===== src/stb_pkg.sv =====
`default_nettype none
// ----------------------------------------------------------------------------
// Software timer bank package
// Field widths, command codes and period reset values shared by the timer
// bank, its channel interfaces and its top level.
// ----------------------------------------------------------------------------
package stb_pkg;

    localparam int CMD_W         = 3;
    localparam int TIMER_IDX_W   = 3;
    localparam int TICK_W        = 8;
    localparam int MASK_W        = 8;
    localparam int PERIOD_W      = 16;
    localparam int CFG_IDX_W     = 3;
    localparam int BANK_SIZE     = 8;

    localparam int NUM_TIMERS_DEF  = 8;
    localparam int COUNT_WIDTH_DEF = 16;

    typedef logic [CMD_W-1:0]       t_cmd;
    typedef logic [TIMER_IDX_W-1:0] t_timer_idx;
    typedef logic [TICK_W-1:0]      t_tick;
    typedef logic [MASK_W-1:0]      t_mask;
    typedef logic [PERIOD_W-1:0]    t_period;
    typedef logic [CFG_IDX_W-1:0]   t_cfg_idx;

    localparam t_cmd CMD_TICK    = 3'd0;
    localparam t_cmd CMD_START   = 3'd1;
    localparam t_cmd CMD_RESTART = 3'd2;
    localparam t_cmd CMD_STOP    = 3'd3;
    localparam t_cmd CMD_CLOSE   = 3'd4;

    localparam t_period PERIOD_RESET [BANK_SIZE] = '{
        16'd2, 16'd1, 16'd2000, 16'd10, 16'd20, 16'd20, 16'd14000, 16'd20
    };

endpackage
`default_nettype wire


===== src/stb_if.sv =====
`default_nettype none
// ----------------------------------------------------------------------------
// Software timer bank channels
// Valid/ready channels for command items, result items and period writes.
// ----------------------------------------------------------------------------
interface stb_item_if import stb_pkg::*; ();
    logic       valid;
    logic       ready;
    t_cmd       command;
    t_timer_idx timer_index;
    t_tick      tick_count;

    modport source (output valid, output command, output timer_index,
                    output tick_count, input ready);
    modport sink   (input valid, input command, input timer_index,
                    input tick_count, output ready);
endinterface

interface stb_result_if import stb_pkg::*; ();
    logic  valid;
    logic  ready;
    t_mask running_mask;
    t_mask done_mask;

    modport source (output valid, output running_mask, output done_mask, input ready);
    modport sink   (input valid, input running_mask, input done_mask, output ready);
endinterface

interface stb_cfg_if import stb_pkg::*; ();
    logic     valid;
    logic     ready;
    t_cfg_idx index;
    t_period  data;

    modport source (output valid, output index, output data, input ready);
    modport sink   (input valid, input index, input data, output ready);
endinterface
`default_nettype wire


===== src/software_timer_bank_unit.sv =====
`default_nettype none
// ----------------------------------------------------------------------------
// Software timer bank
// Eight (NUM_TIMERS) software timers with programmable periods, served by one
// shared adder and comparator under a small sequencer.
// ----------------------------------------------------------------------------
// After a tick item is accepted, the block is not ready again until the
// single adder and comparator have visited every timer, one timer per
// cycle; start, restart, stop, close and unused commands pass once
// through the run state. The result item is held in an output register,
// so a new item is taken while an earlier result still waits. Period
// writes are accepted in any cycle and clear that timer's count.
module software_timer_bank_unit import stb_pkg::*; #(
    parameter int NUM_TIMERS  = NUM_TIMERS_DEF,
    parameter int COUNT_WIDTH = COUNT_WIDTH_DEF
) (
    input  wire logic     i_clk,
    input  wire logic     i_rst_n,
    stb_item_if.sink      i_item,
    stb_result_if.source  o_result,
    stb_cfg_if.sink       i_cfg
);

    localparam int IDX_W = (NUM_TIMERS > 1) ? $clog2(NUM_TIMERS) : 1;
    localparam int CMP_W = (COUNT_WIDTH > PERIOD_W) ? COUNT_WIDTH : PERIOD_W;
    localparam logic [IDX_W-1:0] LAST_PTR = IDX_W'(NUM_TIMERS - 1);

    localparam logic [1:0] S_IDLE = 2'd0;
    localparam logic [1:0] S_RUN  = 2'd1;
    localparam logic [1:0] S_DONE = 2'd2;

    logic [1:0]             r_state, n_state;
    logic [IDX_W-1:0]       r_ptr, n_ptr;
    t_cmd                   r_cmd;
    t_tick                  r_ticks;
    logic                   r_idx_ok;
    logic [NUM_TIMERS-1:0]  r_running, n_running;
    logic [NUM_TIMERS-1:0]  r_done, n_done;
    logic [COUNT_WIDTH-1:0] r_count [NUM_TIMERS];
    t_period                r_period [NUM_TIMERS];
    logic                   r_out_valid, n_out_valid;
    t_mask                  r_out_running;
    t_mask                  r_out_done;

    logic                   item_acc;
    logic                   cfg_hit;
    logic                   out_load;
    logic                   cnt_we;
    logic [COUNT_WIDTH-1:0] cnt_wd;
    logic                   is_restart;
    logic [COUNT_WIDTH-1:0] rd_count;
    logic [CMP_W-1:0]       per_ext;
    logic [COUNT_WIDTH-1:0] operand;
    logic [COUNT_WIDTH-1:0] sum;
    logic                   reached;

    assign item_acc = i_item.valid && i_item.ready;
    assign cfg_hit  = i_cfg.valid && (i_cfg.index < NUM_TIMERS);
    assign out_load = (r_state == S_DONE) && (!r_out_valid || o_result.ready);

    assign i_item.ready          = (r_state == S_IDLE);
    assign i_cfg.ready           = 1'b1;
    assign o_result.valid        = r_out_valid;
    assign o_result.running_mask = r_out_running;
    assign o_result.done_mask    = r_out_done;

    // Shared unit: count plus ticks, or count minus period for a restart.
    assign is_restart = (r_cmd == CMD_RESTART);
    assign rd_count   = r_count[r_ptr];
    assign per_ext    = CMP_W'(r_period[r_ptr]);
    assign operand    = is_restart ? ~per_ext[COUNT_WIDTH-1:0] : COUNT_WIDTH'(r_ticks);
    assign sum        = rd_count + operand + COUNT_WIDTH'(is_restart);
    assign reached    = CMP_W'(sum) >= per_ext;

    always_comb begin
        n_state   = r_state;
        n_ptr     = r_ptr;
        n_running = r_running;
        n_done    = r_done;
        cnt_we    = 1'b0;
        cnt_wd    = sum;
        case (r_state)
            S_IDLE: begin
                if (item_acc) begin
                    n_state = S_RUN;
                    n_ptr   = (i_item.command == CMD_TICK) ? '0
                                                           : i_item.timer_index[IDX_W-1:0];
                end
            end
            S_RUN: begin
                n_state = S_DONE;
                case (r_cmd)
                    CMD_TICK: begin
                        if (r_running[r_ptr] && (r_ticks != '0)) begin
                            cnt_we = 1'b1;
                            if (reached) begin
                                n_running[r_ptr] = 1'b0;
                                n_done[r_ptr]    = 1'b1;
                            end
                        end
                        if (r_ptr != LAST_PTR) begin
                            n_state = S_RUN;
                            n_ptr   = r_ptr + IDX_W'(1);
                        end
                    end
                    CMD_START: begin
                        if (r_idx_ok) begin
                            cnt_we           = 1'b1;
                            cnt_wd           = '0;
                            n_running[r_ptr] = 1'b1;
                        end
                    end
                    CMD_RESTART: begin
                        if (r_idx_ok) begin
                            cnt_we           = 1'b1;
                            n_running[r_ptr] = 1'b1;
                        end
                    end
                    CMD_STOP: begin
                        if (r_idx_ok) begin
                            n_running[r_ptr] = 1'b0;
                            n_done[r_ptr]    = 1'b0;
                        end
                    end
                    CMD_CLOSE: begin
                        n_running = '0;
                        n_done    = '0;
                    end
                    default: begin
                    end
                endcase
            end
            S_DONE: begin
                if (out_load) begin
                    n_state = S_IDLE;
                end
            end
            default: begin
                n_state = S_IDLE;
            end
        endcase
    end

    always_comb begin
        n_out_valid = r_out_valid;
        if (out_load) begin
            n_out_valid = 1'b1;
        end else if (o_result.ready) begin
            n_out_valid = 1'b0;
        end
    end

    always_ff @(posedge i_clk) begin
        if (!i_rst_n) begin
            r_state     <= S_IDLE;
            r_ptr       <= '0;
            r_running   <= '0;
            r_done      <= '0;
            r_out_valid <= 1'b0;
            for (int i = 0; i < NUM_TIMERS; i++) begin
                r_count[i]  <= '0;
                r_period[i] <= PERIOD_RESET[i];
            end
        end else begin
            r_state     <= n_state;
            r_ptr       <= n_ptr;
            r_running   <= n_running;
            r_done      <= n_done;
            r_out_valid <= n_out_valid;
            if (cnt_we) begin
                r_count[r_ptr] <= cnt_wd;
            end
            if (cfg_hit) begin
                r_period[i_cfg.index[IDX_W-1:0]] <= i_cfg.data;
                r_count[i_cfg.index[IDX_W-1:0]]  <= '0;
            end
        end
    end

    always_ff @(posedge i_clk) begin
        if (item_acc) begin
            r_cmd    <= i_item.command;
            r_ticks  <= i_item.tick_count;
            r_idx_ok <= (i_item.timer_index < NUM_TIMERS);
        end
        if (out_load) begin
            r_out_running <= MASK_W'(r_running);
            r_out_done    <= MASK_W'(r_done);
        end
    end

`ifndef SYNTHESIS
    a_accept_starts_run: assert property (@(posedge i_clk) disable iff (!i_rst_n)
        item_acc |=> (r_state == S_RUN))
        else $error("Accepted item did not start the sequencer.");

    a_result_after_done: assert property (@(posedge i_clk) disable iff (!i_rst_n)
        $rose(r_out_valid) |-> ($past(r_state) == S_DONE))
        else $error("Result appeared outside the completion state.");

    a_flags_only_in_run: assert property (@(posedge i_clk) disable iff (!i_rst_n)
        (r_state != S_RUN) |=> ($stable(r_running) && $stable(r_done)))
        else $error("Timer flags changed while no item was being processed.");

    a_tick_ptr_range: assert property (@(posedge i_clk) disable iff (!i_rst_n)
        ((r_state == S_RUN) && (r_cmd == CMD_TICK)) |-> (r_ptr <= LAST_PTR))
        else $error("Tick sweep pointer left the timer range.");
`endif

endmodule
`default_nettype wire


===== src/flat_wrapper.sv =====
// flat-port wrapper written by rule: the top's interface ports become plain ports
module software_timer_bank_unit_flat import stb_pkg::*;
#(
    parameter int NUM_TIMERS  = NUM_TIMERS_DEF,
    parameter int COUNT_WIDTH = COUNT_WIDTH_DEF
)
  (i_clk, i_rst_n, i_item_valid, i_item_command, i_item_timer_index, i_item_tick_count, i_item_ready, o_result_valid, o_result_running_mask, o_result_done_mask, o_result_ready, i_cfg_valid, i_cfg_index, i_cfg_data, i_cfg_ready);
  stb_item_if i_item_i ();
  stb_result_if o_result_i ();
  stb_cfg_if i_cfg_i ();
  input  wire logic i_clk;
  input  wire logic i_rst_n;
  input wire logic [$bits(i_item_i.valid)-1:0] i_item_valid;
  input wire logic [$bits(i_item_i.command)-1:0] i_item_command;
  input wire logic [$bits(i_item_i.timer_index)-1:0] i_item_timer_index;
  input wire logic [$bits(i_item_i.tick_count)-1:0] i_item_tick_count;
  output wire logic [$bits(i_item_i.ready)-1:0] i_item_ready;
  output wire logic [$bits(o_result_i.valid)-1:0] o_result_valid;
  output wire logic [$bits(o_result_i.running_mask)-1:0] o_result_running_mask;
  output wire logic [$bits(o_result_i.done_mask)-1:0] o_result_done_mask;
  input wire logic [$bits(o_result_i.ready)-1:0] o_result_ready;
  input wire logic [$bits(i_cfg_i.valid)-1:0] i_cfg_valid;
  input wire logic [$bits(i_cfg_i.index)-1:0] i_cfg_index;
  input wire logic [$bits(i_cfg_i.data)-1:0] i_cfg_data;
  output wire logic [$bits(i_cfg_i.ready)-1:0] i_cfg_ready;
  assign i_item_i.valid = i_item_valid;
  assign i_item_i.command = i_item_command;
  assign i_item_i.timer_index = i_item_timer_index;
  assign i_item_i.tick_count = i_item_tick_count;
  assign i_item_ready = i_item_i.ready;
  assign o_result_valid = o_result_i.valid;
  assign o_result_running_mask = o_result_i.running_mask;
  assign o_result_done_mask = o_result_i.done_mask;
  assign o_result_i.ready = o_result_ready;
  assign i_cfg_i.valid = i_cfg_valid;
  assign i_cfg_i.index = i_cfg_index;
  assign i_cfg_i.data = i_cfg_data;
  assign i_cfg_ready = i_cfg_i.ready;
  software_timer_bank_unit #(.NUM_TIMERS(NUM_TIMERS), .COUNT_WIDTH(COUNT_WIDTH)) u_core (.i_clk(i_clk), .i_rst_n(i_rst_n), .i_item(i_item_i), .o_result(o_result_i), .i_cfg(i_cfg_i));
endmodule

===== config.mk =====
export PLATFORM = sky130hd
export DESIGN_NAME = software_timer_bank_unit_flat
export DESIGN_NICKNAME = d
export VERILOG_FILES = /design/src/stb_pkg.sv /design/src/stb_if.sv /design/src/software_timer_bank_unit.sv /design/src/flat_wrapper.sv
export SDC_FILE = /design/constraint.sdc
export NUM_CORES = 1
export LEC_CHECK = 0
export BUFFER_PORTS_ARGS = -buffer_cell sky130_fd_sc_hd__clkbuf_2
export CAP_MARGIN = 15
export CORE_MARGIN = 2
export CORE_UTILIZATION = 56
export DETAILED_ROUTE_END_ITERATION = 8
export GPL_TIMING_DRIVEN = 0
export PLACE_DENSITY = 0.76
export RECOVER_POWER = 100
export SYNTH_ARGS = -nofsm -noshare
export SYNTH_HDL_FRONTEND = slang
export SYNTH_SLANG_ARGS = --single-unit

===== constraint.sdc =====
create_clock -name i_clk -period 5.4 [get_ports i_clk]
set_input_delay 0.27 -clock i_clk [delete_from_list [all_inputs] [get_ports i_clk]]
set_output_delay 0.27 -clock i_clk [all_outputs]
set_load 0.05 [all_outputs]

# Word level (Yosys, flattened, before mapping)
# Memories as Yosys holds them, arrays and structs flattened. A register that Yosys moved wholly into a read port is not among the register bits.
# Cells that the tools add are included.
# word_totals
reg_bits	49
ramBits	256
in_bits	38
out_inout_bits	19
wordCells	106
n_memories	2
# classes
n_addsub	3
n_lt_le_gt_ge	3
eq_ne	13
muxes	48
bitwise	6
n_reduce_logical	22
# mem_list
memory	depth	width	rd	rd_clocked_by_memory_dff	write_ports	line	rtl
u_core.r_count	8	16	1	1	8	software_timer_bank_unit.sv:39	logic [COUNT_WIDTH-1:0] r_count [NUM_TIMERS];
u_core.r_period	8	16	1	1	8	software_timer_bank_unit.sv:40	t_period r_period [NUM_TIMERS];
# op_table
op	n
16-bit 2-to-1 mux	6
16-bit OR reduction	3
3-bit 2-to-1 mux	11
8-bit 2-to-1 mux	4
8-bit one-hot mux with 4 select lines	1
8-bit one-hot mux with 3 select lines	1
16-bit by 1-bit adder with 16-bit output	1
16-bit adder	1
8-bit AND	2
16-bit >= comparator	1
1-bit 2-to-1 mux	16
16-bit NOT	1
8-bit bitwise OR	2
4-bit AND reduction	3
2-bit 2-to-1 mux	4
2-bit by 1-bit inequality test with 1-bit output (second input constant)	4
8-bit NOT	1
8-bit nonzero test	1
3-bit by 2-bit == test with 1-bit output (second input constant)	2
3-bit zero test	2
2-bit one-hot mux with 3 select lines	1
3-bit one-hot mux with 2 select lines	1
1-bit logical AND	4
3-bit by 4-bit less-than comparator with 1-bit output (second input constant)	1
19 further kinds	21

# Logic depth before layout (Yosys ltp)
# depth
depth_word	11
depth_mapped	23
mapped_depth_nobuf	21

# Worst setup path before layout
# Ideal clock, no wire load.
# synth_path
kind	reg-to-reg
from	register with a tool-made name
to	register u_core.r_done[0]
t_arrival_ps	5617
t_required_ps	5330
setup_slack_ps	-287
stages_incl_launch_ff	22
path_buffers	4
period_less_slack_ps	5687
cell_sequence	dfxtp_1 > buf_2 > buf_2 > buf_2 > mux4_2 > mux2_2 > ha_1 > or2_2 > a21oi_1 > a31oi_1 > a21o_1 > a21oi_1 > xor2_1 > inv_1 > ha_1 > nand4_2 > or3_4 > o31ai_4 > nor3_1 > or4_4 > buf_6 > o2bb2ai_1
# synth_rtl
element	line	rtl
end signal, assigned	software_timer_bank_unit.sv:168	r_done <= n_done;
end, declared	software_timer_bank_unit.sv:38	logic [NUM_TIMERS-1:0] r_done, n_done;

==> metrics.yaml <==
floorplanning:
  die_x_um: 168
  io_pins: 57
  die_h_um: 168
  dieArea_um2: 28300
  core_um2: 26700
  rows: 60
  initial_core_util: 0.564
synthesis:
  syn-cell-area_um2: 15100
  synth-adder-area-share: 0.0292
  synth.distinct_cells: 67
  syn_avg_cell_area_um2: 11.0
  synth_ff_type: "edfxtp_1"
  ys_ff_latch: 308
  syn_inst: 1377
  synthesis.nets: 1449
  seq_area_frac_synth: 0.512
  synthTopCellsByArea: "edfxtp_1 (31%), dfxtp_1 (20%), mux4_2 (9.6%)"
  yosys_warnings: 0
  netlist.area_leader.share: 0.309
  synth_simple_gate_area_share: 0.197
  synth-compound-area-share: 0.100
  synth-edff-count: 155
  synth_mux_area_frac: 0.122
  synth_xor_area_frac: 0.00697
  postSynth.asyncResetShare: 0
  synth_area_leader_cell: "edfxtp_1"
  synth_top_family_by_area: "simple AND/OR/NAND/NOR gates"
clock_tree:
  numCtsBuffers: 34
  cts_tree: "yes"
  clk_latency_ns: 0.53
  cts_root_buffer: "clkbuf_16"
  htree_levels: 2
  clk_path_buf_depth: 3
  cts.sinks: 308
  clk_pin_slew_ns: 0.06
worst_setup_path:
  slowest_delay_ns: 0.55
  crit_top_cell: "buf_12"
  cp_max_fo: 9
  startpoint_type: "flop"
  cp_slowest_cell: "mux4_2"
  reg2regPathDepth: 23
  cp_data_required_time_ns: 5.82
  cp_num_buf_inv: 7
  critPathTopFamily: "compound AO/OA/AOI/OAI gates"
  reg2reg_to: "u_core.r_running[5]"
  endpoint_kind: "flop"
  r2r_slack_ns: 0.17
  cp_cell_sequence: "buf_12 > buf_12 > buf_12 > buf_12 > mux4_2 > mux2_2 > ha_1 > nand4_1 > a31oi_2 > a21o_1 > a21oi_2 > xor2_1 > inv_1 > ha_4 > nand4_4 > or3_4 > o31ai_4 > buf_4 > o31ai_4 > o31ai_4 > buf_4 > o21ai_1 > o2bb2ai_1"
  worstSetupPathType: "flop to flop"
  crit_arrival_ns: 5.65
placement:
  dp.cells: 1778
  place_area_um2: 15900
  gp_congestion: 0.990
  port_buffers: 55
  dp_hpwl_um: 30800
routing:
  ant_nets: 0
  wirelength_um: 44600
  dr.pass1.iters: 6
  route.detailed.drc: 0
  wire_per_inst_um: 23.9
  drt_iter0_drc: 1501
  vias: 12000
  via_per_inst: 6.43
sta:
  maxSlewHeadroom: -0.124
  max_freq_ghz: 0.191
  post-route-period-util: 0.969
  setup_viol: 0
  skew_ns: 0.0217
  slew_violations: 10
  timing.final.hold_violations: 0
  worst_pin_slew_ns: 1.67
  fin_crit_ns: 5.23
grt:
  track_usage: 0.316
  grt_pass1_wl_um: 67600
  grt_antenna_before_repair: 1
  grt_start_max_net_pins: 17
  overflow: 0
  first_global_vias: 11800
pwr:
  power_mw: 5.52
  ir_worst_vdd_mv: 0.316
  power.density_nw_per_um2: 316
  p_leak_nw: 6.23
final_layout:
  fin_nets: 1573
  area_growth_pct: 16.0
  fill_cells: 2066
  drive_gt1_frac: 0.184
  stdcell_area_um2: 17500
  final_cells: 1868
status:
  status: "finished with violations"
  failed_checks: "capacitance limit, slew limit"
min_path:
  holdCritPathClass: "input port to flop"
  worstHoldStart: "i_item_timer_index[0]"
  whs_path_depth: 3
flow_run:
  maxCapViolCount: 1
[worst reg2reg max path: cells and delay by family, from the launching register on]
family          cells  cell delay (ns)
flops               1             0.34
fa+ha+maj           2             0.65
buf+inv             7             1.00
compound gates      8             1.33
mux                 2             0.89
simple gates        3             0.74
xor+xnor            1             0.19
[flip-flops by register name (all words and copies together), names as in the netlist, named ones only]
name / count
u_core.r_ptr: 3
u_core.r_period: 128
u_core.r_cmd: 3
u_core.r_done: 8
u_core.o_result.valid: 1
u_core.r_state: 2
u_core.r_count: 128
u_core.o_result.done_mask: 8
u_core.o_result.running_mask: 8
u_core.r_ticks: 8
u_core.r_running: 8
[through the flow]
step           setup WS [ns]  setup TNS, ns  utilization  hold WS, ns
2_1_floorplan        0.00844              0            -        0.369
5_1_grt              -0.0122        -0.0220        0.654       0.0585
3_3_place_gp           -1.35         -20.53        0.591        0.424
4_1_cts              0.00328              0        0.648       0.0525
6_report               0.169              0        0.654       0.0427
3_5_place_dp           -1.42         -21.65        0.593        0.422
[synthesized netlist by cell type, types with 3 or more instances]
library cell	count
edfxtp_1	155
dfxtp_1	153
nand2_1	143
nand3_1	115
and2_1	108
a21oi_1	94
o21ai_0	68
clkbuf_1	64
mux4_2	64
nand4_1	47
nor2_1	34
ha_1	32
and3_1	28
buf_2	27
nand2b_1	22
mux2i_1	20
mux2_2	17
o2bb2ai_1	16
or3_1	16
o21a_1	13
nor3_1	12
a21o_1	11
inv_1	11
a21boi_0	10
xnor2_1	9
nor2b_1	8
buf_4	7
nand3_2	6
or2_2	6
a211oi_1	5
a31oi_1	5
buf_1	4
o21ai_1	3
xor2_1	3
[worst max-delay path by stage]
stage          startpoint  slack [ns]  cells past startpoint                  end
2_1_floorplan        flop       0.008                     20     u_core.r_done[0]
3_3_place_gp         flop       -1.35                     22     u_core.r_done[2]
3_5_place_dp         flop       -1.42                     22     u_core.r_done[2]
4_1_cts              flop       0.003                     21     u_core.r_done[4]
5_1_grt              flop       -0.01                     23  u_core.r_running[5]
6_report             flop        0.17                     23  u_core.r_running[5]
[power breakdown]
group	switching (mW)	total, mW	leakage, nW	internal (mW)
logic	0.433	0.698	2.97	0.265
clock network	0.944	2.25	0.532	1.31
registers	0.0340	2.57	2.73	2.53
total	1.41	5.52	6.23	4.11
[metal layers]
metal  global-route usage  vias to the layer above  wire length, µm
li1                     -                     5356                -
met1                0.387                     5797            16500
met2                0.521                      689            21000
met3               0.0757                      165             4570
met4                0.168                        0             2510
met5                    0                        -                0
[layout by cell type, fill, tap and decap left out, types with 7 or more instances in the layout]
master,instances
edfxtp_1,155
dfxtp_1,151
nand2_1,143
nand3_1,115
clkbuf_1,92
a21oi_1,90
mux4_2,64
o21ai_0,64
and2_0,61
and2_1,47
nand4_1,47
clkbuf_2,40
clkbuf_16,35
nor2_1,34
and3_1,27
ha_1,26
nand2b_1,21
buf_4,19
buf_2,18
or3_1,16
o2bb2ai_1,16
mux2i_1,14
mux2_2,14
o21a_1,13
inv_1,11
nor3_1,11
a21o_1,11
dlygate4sd3_1,11
a21boi_0,9
xnor2_1,8
nor2b_1,7
buf_12,7
clkbuf_8,7
[cells by family (layout without fill, tap and decap cells)]
kind of cell    Yosys count  count (layout)
fa+ha+maj                34              34
buf+inv                 114             263
xor+xnor                 12              12
compound gates          246             246
other cells               1               2
flops                   308             308
mux                     101             101
simple gates            561             561
[final cells by class]
cell class	count	area, µm²	share of cell area
clock buffers	48	966	0.0552
diodes	1	2.50	0.000143
flip-flops and latches	308	7720	0.442
repair buffers	91	529	0.0303
clock inverters	13	116	0.00665
well taps	341	427	0.0244
inverters	11	41.3	0.00236
plain buffers	100	581	0.0332
multi-input cells	955	7100	0.406
[timing repair]
action                                  CTS  global route
gates cloned                              0             0
gates resized for setup                  47            42
pin swaps                                 2             8
endpoints found under the setup margin   16            16
setup buffers                             9            10
hold buffers                             11             0
endpoints found under the hold margin    11             0
No activity file was read; power rests on OpenSTA's default activity.
